File: src/rtl/pcxrle_pkg.sv
// Shared types and constants of the PCX run-length line encoder.
// Holds the run and queue entry formats and the count byte helpers.
// No dependencies.
package pcxrle_pkg;

	localparam int BYTE_W = 8;
	localparam int RUN_W = 6;
	localparam logic [BYTE_W-1:0] COUNT_MARK = 8'hC0;

	localparam int QUEUE_DEPTH = 4;
	localparam int QPTR_W = $clog2(QUEUE_DEPTH);
	localparam int QCNT_W = $clog2(QUEUE_DEPTH + 1);

	typedef struct packed {
		logic [BYTE_W-1:0] value;
		logic [RUN_W-1:0] length;
	} run_t;

	typedef struct packed {
		logic a_valid;
		run_t a;
		logic b_valid;
		run_t b;
	} cmd_t;

	typedef struct packed {
		logic b_value;
		logic b_count;
		logic a_value;
		logic a_count;
	} slots_t;

	function automatic logic needs_count(input run_t r);
		return (r.length > RUN_W'(1)) || (r.value[BYTE_W-1:BYTE_W-2] == 2'b11);
	endfunction

	function automatic logic [BYTE_W-1:0] count_byte(input run_t r);
		return COUNT_MARK | BYTE_W'(r.length);
	endfunction

	function automatic slots_t entry_slots(input cmd_t c);
		slots_t s;
		s.a_count = c.a_valid & needs_count(c.a);
		s.a_value = c.a_valid;
		s.b_count = c.b_valid & needs_count(c.b);
		s.b_value = c.b_valid;
		return s;
	endfunction

endpackage

File: src/rtl/pcxrle_front.sv
// Front end: accepts pixels, tracks the open run and the column, and
// classifies each pixel into zero, one or two closed runs for the queue.
// Depends on pcxrle_pkg.
module pcxrle_front import pcxrle_pkg::*; #(
	parameter int MAX_LINE_WIDTH = 4096,
	parameter int MAX_RUN = 63
) (
	input  logic        clk,
	input  logic        arst_n,
	input  logic        cfg_wr_en,
	input  logic [12:0] line_width,
	input  logic        in_valid,
	output logic        in_stall,
	input  logic [7:0]  pixel,
	input  logic        q_full,
	output logic        q_push,
	output cmd_t        q_wdata
);

	localparam int COL_W = $clog2(MAX_LINE_WIDTH + 1);
	localparam int RESET_WIDTH = (640 > MAX_LINE_WIDTH) ? MAX_LINE_WIDTH : 640;

	logic [COL_W-1:0]  width_q;
	logic [COL_W-1:0]  column_q;
	logic [BYTE_W-1:0] run_value_q;
	logic [RUN_W-1:0]  run_length_q;

	logic [31:0]       width_ext;
	logic [31:0]       width_sel;
	logic              accept;
	logic              differ;
	logic [BYTE_W-1:0] val_join;
	logic [RUN_W-1:0]  len_join;
	logic [COL_W-1:0]  col_inc;
	logic              line_end;
	logic              close_b;

	always_comb begin
		width_ext = 32'(line_width);
		if (width_ext == 32'd0) begin
			width_sel = 32'd1;
		end else if (width_ext > 32'(MAX_LINE_WIDTH)) begin
			width_sel = 32'(MAX_LINE_WIDTH);
		end else begin
			width_sel = width_ext;
		end
	end

	always_comb begin
		accept = in_valid && !q_full;
		differ = (run_length_q != '0) && (pixel != run_value_q);
		if ((run_length_q == '0) || differ) begin
			val_join = pixel;
			len_join = RUN_W'(1);
		end else begin
			val_join = run_value_q;
			len_join = RUN_W'(run_length_q + 1'b1);
		end
		col_inc = COL_W'(column_q + 1'b1);
		line_end = col_inc >= width_q;
		close_b = (len_join >= RUN_W'(MAX_RUN)) || line_end;

		q_wdata.a_valid = differ;
		q_wdata.a.value = run_value_q;
		q_wdata.a.length = run_length_q;
		q_wdata.b_valid = close_b;
		q_wdata.b.value = val_join;
		q_wdata.b.length = len_join;

		q_push = accept && (differ || close_b);
		in_stall = q_full;
	end

	always_ff @(posedge clk or negedge arst_n) begin
		if (!arst_n) begin
			width_q <= COL_W'(RESET_WIDTH);
		end else if (cfg_wr_en) begin
			width_q <= COL_W'(width_sel);
		end
	end

	always_ff @(posedge clk or negedge arst_n) begin
		if (!arst_n) begin
			column_q <= '0;
			run_value_q <= '0;
			run_length_q <= '0;
		end else if (accept) begin
			column_q <= line_end ? '0 : col_inc;
			run_value_q <= val_join;
			run_length_q <= close_b ? '0 : len_join;
		end
	end

endmodule

File: src/rtl/pcxrle_queue.sv
// Short queue of closed-run commands between front and back ends.
// Register-file storage with head read; depends on pcxrle_pkg.
module pcxrle_queue import pcxrle_pkg::*; (
	input  logic clk,
	input  logic arst_n,
	input  logic push,
	input  cmd_t wdata,
	output logic full,
	input  logic pop,
	output cmd_t head,
	output logic empty
);

	cmd_t              mem_q [QUEUE_DEPTH];
	logic [QPTR_W-1:0] wr_ptr_q;
	logic [QPTR_W-1:0] rd_ptr_q;
	logic [QCNT_W-1:0] count_q;

	assign full = count_q == QCNT_W'(QUEUE_DEPTH);
	assign empty = count_q == '0;
	assign head = mem_q[rd_ptr_q];

	always_ff @(posedge clk) begin
		if (push) begin
			mem_q[wr_ptr_q] <= wdata;
		end
	end

	always_ff @(posedge clk or negedge arst_n) begin
		if (!arst_n) begin
			wr_ptr_q <= '0;
			rd_ptr_q <= '0;
			count_q <= '0;
		end else begin
			if (push) begin
				wr_ptr_q <= QPTR_W'(wr_ptr_q + 1'b1);
			end
			if (pop) begin
				rd_ptr_q <= QPTR_W'(rd_ptr_q + 1'b1);
			end
			if (push && !pop) begin
				count_q <= QCNT_W'(count_q + 1'b1);
			end else if (pop && !push) begin
				count_q <= QCNT_W'(count_q - 1'b1);
			end
		end
	end

endmodule

File: src/rtl/pcxrle_back.sv
// Back end: expands each queued command into count and value bytes,
// one byte per cycle while out_stall is low, through a registered output. Depends on pcxrle_pkg.
module pcxrle_back import pcxrle_pkg::*; (
	input  logic              clk,
	input  logic              arst_n,
	input  logic              q_empty,
	input  cmd_t              q_head,
	output logic              q_pop,
	output logic              out_valid,
	input  logic              out_stall,
	output logic [BYTE_W-1:0] out_byte,
	output logic              last
);

	cmd_t              cur_q;
	slots_t            mask_q;
	logic              out_valid_q;
	logic [BYTE_W-1:0] out_byte_q;
	logic              last_q;

	cmd_t              src;
	slots_t            src_mask;
	slots_t            rest;
	logic [BYTE_W-1:0] next_byte;
	logic              load;

	always_comb begin
		if (mask_q != '0) begin
			src = cur_q;
			src_mask = mask_q;
		end else begin
			src = q_head;
			src_mask = q_empty ? '0 : entry_slots(q_head);
		end

		rest = src_mask;
		next_byte = src.b.value;
		priority if (src_mask.a_count) begin
			next_byte = count_byte(src.a);
			rest.a_count = 1'b0;
		end else if (src_mask.a_value) begin
			next_byte = src.a.value;
			rest.a_value = 1'b0;
		end else if (src_mask.b_count) begin
			next_byte = count_byte(src.b);
			rest.b_count = 1'b0;
		end else begin
			next_byte = src.b.value;
			rest.b_value = 1'b0;
		end

		load = !out_valid_q || !out_stall;
		q_pop = load && (mask_q == '0) && !q_empty;
	end

	always_ff @(posedge clk or negedge arst_n) begin
		if (!arst_n) begin
			out_valid_q <= 1'b0;
			mask_q <= '0;
		end else if (load) begin
			out_valid_q <= src_mask != '0;
			mask_q <= rest;
		end
	end

	always_ff @(posedge clk) begin
		if (load) begin
			cur_q <= src;
			out_byte_q <= next_byte;
			last_q <= rest == '0;
		end
	end

	assign out_valid = out_valid_q;
	assign out_byte = out_byte_q;
	assign last = last_q;

endmodule

File: src/rtl/pcx_rle_line_encoder.sv
// PCX run-length line encoder, top level.
// Path: a pixel's runs are written into the queue storage and then loaded into the
// output register, where their first byte becomes valid behind any older bytes.
// Throughput: one pixel per cycle while the four-entry command queue has room;
// the output port sends one byte per cycle while out_stall is low, and a pixel yields 0 to 4 bytes.
// Reset: no open run, column zero, line width 640 (limited to MAX_LINE_WIDTH).
module pcx_rle_line_encoder import pcxrle_pkg::*; #(
	parameter int MAX_LINE_WIDTH = 4096,
	parameter int MAX_RUN = 63
) (
	input  logic        clk,
	input  logic        arst_n,
	input  logic        cfg_wr_en,
	input  logic [12:0] line_width,
	input  logic        in_valid,
	output logic        in_stall,
	input  logic [7:0]  pixel,
	output logic        out_valid,
	input  logic        out_stall,
	output logic [7:0]  out_byte,
	output logic        last
);

	logic q_push;
	logic q_pop;
	logic q_full;
	logic q_empty;
	cmd_t q_wdata;
	cmd_t q_head;

	pcxrle_front #(
		.MAX_LINE_WIDTH(MAX_LINE_WIDTH),
		.MAX_RUN(MAX_RUN)
	) u_front (
		.clk(clk),
		.arst_n(arst_n),
		.cfg_wr_en(cfg_wr_en),
		.line_width(line_width),
		.in_valid(in_valid),
		.in_stall(in_stall),
		.pixel(pixel),
		.q_full(q_full),
		.q_push(q_push),
		.q_wdata(q_wdata)
	);

	pcxrle_queue u_queue (
		.clk(clk),
		.arst_n(arst_n),
		.push(q_push),
		.wdata(q_wdata),
		.full(q_full),
		.pop(q_pop),
		.head(q_head),
		.empty(q_empty)
	);

	pcxrle_back u_back (
		.clk(clk),
		.arst_n(arst_n),
		.q_empty(q_empty),
		.q_head(q_head),
		.q_pop(q_pop),
		.out_valid(out_valid),
		.out_stall(out_stall),
		.out_byte(out_byte),
		.last(last)
	);

	a_push_not_full: assert property (@(posedge clk) disable iff (!arst_n)
		q_push |-> !q_full)
		else $error("queue push while full");

	a_pop_not_empty: assert property (@(posedge clk) disable iff (!arst_n)
		q_pop |-> !q_empty)
		else $error("queue pop while empty");

	a_push_fills: assert property (@(posedge clk) disable iff (!arst_n)
		q_push && !q_pop |=> !q_empty)
		else $error("queue empty after push");

endmodule
File: config.mk
export PLATFORM = sky130hd
export DESIGN_NAME = pcx_rle_line_encoder
export DESIGN_NICKNAME = d
export VERILOG_FILES = /design/src/rtl/pcxrle_pkg.sv /design/src/rtl/pcxrle_front.sv /design/src/rtl/pcxrle_queue.sv /design/src/rtl/pcxrle_back.sv /design/src/rtl/pcx_rle_line_encoder.sv
export SDC_FILE = /design/constraint.sdc
export NUM_CORES = 1
export LEC_CHECK = 0
export BUFFER_PORTS_ARGS = -buffer_cell sky130_fd_sc_hd__buf_2
export CAP_MARGIN = 5
export CORE_ASPECT_RATIO = 0.75
export CORE_MARGIN = 1
export CORE_UTILIZATION = 55
export CTS_CLUSTER_DIAMETER = 80
export DETAILED_ROUTE_END_ITERATION = 8
export PLACE_DENSITY = 0.76
export SYNTH_ARGS = -nofsm -noshare
export SYNTH_HDL_FRONTEND = slang
export SYNTH_SLANG_ARGS = --single-unit
File: constraint.sdc
create_clock -name clk -period 7.05 [get_ports clk]
set_clock_uncertainty 0.2 [all_clocks]
set_input_delay 1.41 -clock clk [delete_from_list [all_inputs] [get_ports clk]]
set_output_delay 1.41 -clock clk [all_outputs]
set_load 0.02 [all_outputs]
==> summary.txt <==
Pwr
  – Comb pwr share: 32.0%
  – Sw Ratio: 32.4%
  – Switching power total: 1.46 mW
  – Pint: 3.05 mW
  – Part of the power in registers: 43.1%
  – Lkg Pwr: 3.83 nW
  – Power density over the cells: 443 mW/mm2
  – Power consumption: 4.52 mW
  – Clock Power Share: 24.8%
  – VDD IR max: 220 uV

Drt
  – Via-per-instance ratio: 6.04
  – Final WL: 18,400 um
  – Vias: 5,265
  – Drt pass-1 iters: 5
  – Initial DRC count: 440
  – Post-DRT Antenna Nets: 0
  – Average wire per standard cell: 21.1 um
  – Remaining DRCs: 0

Clocking
  – Worst-skew pair later-pin latency: 0.50 ns
  – Clock transition at the registers of the reported paths: 0.06 ns
  – Clock sinks: 208
  – Hold_buf cts: 0
  – Htree depth: 1
  – Inserted Clock Buffers: 21
  – CTS-repair resized insts: 0
  – TritonCTS clock tree: done
  – Root buf cell: clkbuf_16
  – Deepest clock path buffer count: 3
  – Post-CTS setup buffers: 0

Synth
  – Mapped Area: 0.00914 mm2
  – Synthesis Warnings: 0
  – EDFF count, synth: 157
  – Ys async rst share: 24.5%
  – Synthesized instance count: 607
  – Seq/Total Area, Yosys: 65.6%
  – Synth area leaders: edfxtp_1 52%, dfrtp_1 13%, mux4_2 6.9%, mux2_2 3.7%, ha_1 2.9%
  – Most used DFF post-synth: edfxtp_1
  – Synthesis-stage register bit count: 208
  – Syn Nets: 655
  – Syn avg cell area: 15.1 um2
  – Top cell type's share of synthesized area: 51.6%
  – Yosys cell types: 58
  – Largest area contributor in the netlist: edfxtp_1

Setup path
  – WP data required: 7.27 ns
  – CP startpoint kind: register
  – Critical path class: reg -> reg
  – Crit end category: register
  – Worst Path Max Fanout: 13
  – CP arrival: 5.06 ns

Floorplan
  – Initial Util: 56.7%
  – Placement Rows: 40
  – Core ar.: 0.0161 mm2
  – Die H: 114 um
  – Die X: 151 um
  – Die area: 0.0171 mm2
  – Io pins: 37

Global routing
  – Vias in the first global route: 5,375
  – First-pass GRT wire length: 29,100 um
  – Total grt overflow: 0
  – Tot GR Track Use: 22.6%
  – Initial antenna violation count: 0
  – Largest net degree at the start of global routing: 52

STA
  – RSZ-0062 raised after global routing: no
  – Worst setup margin: 2.21 ns
  – Fin crit share: 68.6%
  – Slew Limit Fails: 0
  – Worst slew pin tran: 1.11 ns
  – Minimum clock period: 4.84 ns
  – Setup tns final: 0 ns
  – Slew headroom: 25.9%
  – Fmax: 207 MHz
  – Setup-failing EPs final: 0
  – Hold Vio Cnt, Final: 0
  – Fin Hold WS: 0.306 ns

Finish
  – Final instance area: 0.0102 mm2
  – Non-filler cells, final: 871
  – Layout cells sized above 1: 22.7%
  – FILL cells: 1,142
  – Final Util: 63.3%
  – Fin nets: 694
  – Number of diodes: 0
  – P&R area growth vs syn: 11.7%

Run status
  – Status: finished, final reports clean

Placed design
  – Placed cells: 833
  – Area post-placement: 0.00951 mm2
  – Final RePlAce weighted congestion: 0.843
  – I/O Buffers: 36
  – Dpl ws: 2.31 ns
  – HPWL after DPL: 11,600 um

Worst hold path
  – Worst hold-check path type: reg -> reg

Run
  – Max-cap viol count: 0
==> cells in the mapped netlist, drive strengths merged (3+ instances only) <==
cell     number
edfxtp      157
nand2        58
dfrtp        49
mux2         31
mux4         30
inv          28
nor2         24
o21ai        22
ha           21
a21oi        18
clkbuf       18
xor2         15
nand3        14
buf          11
xnor2        11
a22o         10
nor4         10
mux2i         8
or3           8
a31oi         6
and2          6
o311a         6
nand4         5
nor3          5
a21o          3
nand3b        3
o2111ai       3
or2           3
==> state kept, by name (all words and copies together), names as in the netlist, 3 cells and up <==
register / flops
u_queue.mem_q: 120
u_back.cur_q: 28
u_front.column_q: 13
u_front.width_q: 13
u_back.out_byte: 8
u_front.run_value_q: 8
u_front.run_length_q: 6
u_back.mask_q: 3
u_queue.count_q: 3
==> final timing paths <==
kind                                          start                    to  slack (ns)  depth (start not counted)
worst max-delay path            u_front.column_q[0]    u_queue.count_q[2]        2.21                         16
worst min-delay path             u_front.width_q[9]    u_front.width_q[9]        0.31                          2
worst max register to register  u_front.column_q[0]    u_queue.count_q[2]        2.21                         16
worst min register to register   u_front.width_q[9]    u_front.width_q[9]        0.31                          2
max in group asynchronous                    arst_n   u_queue.rd_ptr_q[0]        5.27                          2
min in group asynchronous                    arst_n  u_front.column_q[10]        0.86                          2
==> placed cells by master (no fill, tap or decap), types with 3 or more instances in the layout <==
| cell type | synthesis | routed |
|---|---|---|
| nand2_1 | 57 | 56 |
| xnor2_1 | 11 | 11 |
| o21ai_0 | 21 | 21 |
| buf_2 | 4 | 36 |
| xor2_1 | 15 | 15 |
| a21oi_1 | 18 | 18 |
| buf_4 | 1 | 9 |
| a22o_1 | 10 | 10 |
| mux4_2 | 28 | 28 |
| nor2_1 | 24 | 24 |
| nand3_1 | 14 | 14 |
| or3_1 | 8 | 8 |
| dfrtp_1 | 49 | 48 |
| nand4_1 | 5 | 5 |
| bufinv_16 | 0 | 3 |
| nand3b_1 | 3 | 3 |
| edfxtp_1 | 157 | 157 |
| ha_1 | 21 | 21 |
| mux2i_1 | 8 | 8 |
| clkbuf_16 | 0 | 21 |
| mux2_2 | 30 | 30 |
| or2_2 | 3 | 3 |
| o2111ai_1 | 3 | 3 |
| a21o_1 | 3 | 3 |
| nor4_1 | 8 | 8 |
| clkinv_2 | 0 | 5 |
| a31oi_1 | 6 | 6 |
| clkbuf_1 | 18 | 3 |
| inv_1 | 28 | 28 |
| o311a_1 | 6 | 6 |
| nor3_1 | 4 | 3 |
| and2_1 | 6 | 6 |
==> worst max-delay path, cell delays in order, from the launching register on <==
cell	delay (ns)
dfrtp_1	0.43
ha_1	0.27
nand4_1	0.16
nor2_1	0.27
inv_1	0.11
or3_1	0.37
xnor2_1	0.16
ha_1	0.32
nand4_1	0.19
a2111o_1	0.51
a31oi_1	0.60
ha_1	0.31
inv_1	0.07
fa_1	0.37
xor2_1	0.17
nor2_1	0.11
xor2_1	0.14
==> layout make-up <==
cell class	instances	area (um2)	area share (%)
repair buffers	45	248	2.43
clock inverters	13	148	1.45
well taps	210	263	2.57
clock buffers	25	551	5.39
inverters	28	105	1.03
multi-input cells	342	2900	28.4
flip-flops and latches	208	5990	58.7
==> logic make-up after synthesis <==
kind of cell             after synthesis  synth area share, %
buffers and inverters                 57                 2.78
XOR/XNOR                              26                 2.49
AND/OR/NAND/NOR                      145                 7.90
adder cells (fa/ha/maj)               22                 3.09
flip-flops                           208                 65.6
AO/OA/AOI/OAI                         80                 5.93
multiplexers                          69                 12.2
==> layer usage <==
layer / share of wire (%) / global-route usage [%]
met5: 0 / 0
met4: 2.1 / 5.40
met3: 6.0 / 4.80
met2: 48 / 36.5
met1: 44 / 31.8
==> power groups by stage <==
stage,clock network [mW],logic [mW],registers (mW)
final,1.12,1.45,1.95
after CTS,1.14,1.44,1.96
after global routing,1.19,1.56,1.99
after global placement,0,1.38,1.95
after floorplan,0,1.09,1.90
after detailed placement,0,1.43,1.98
Power figures use the tool's default switching activity.
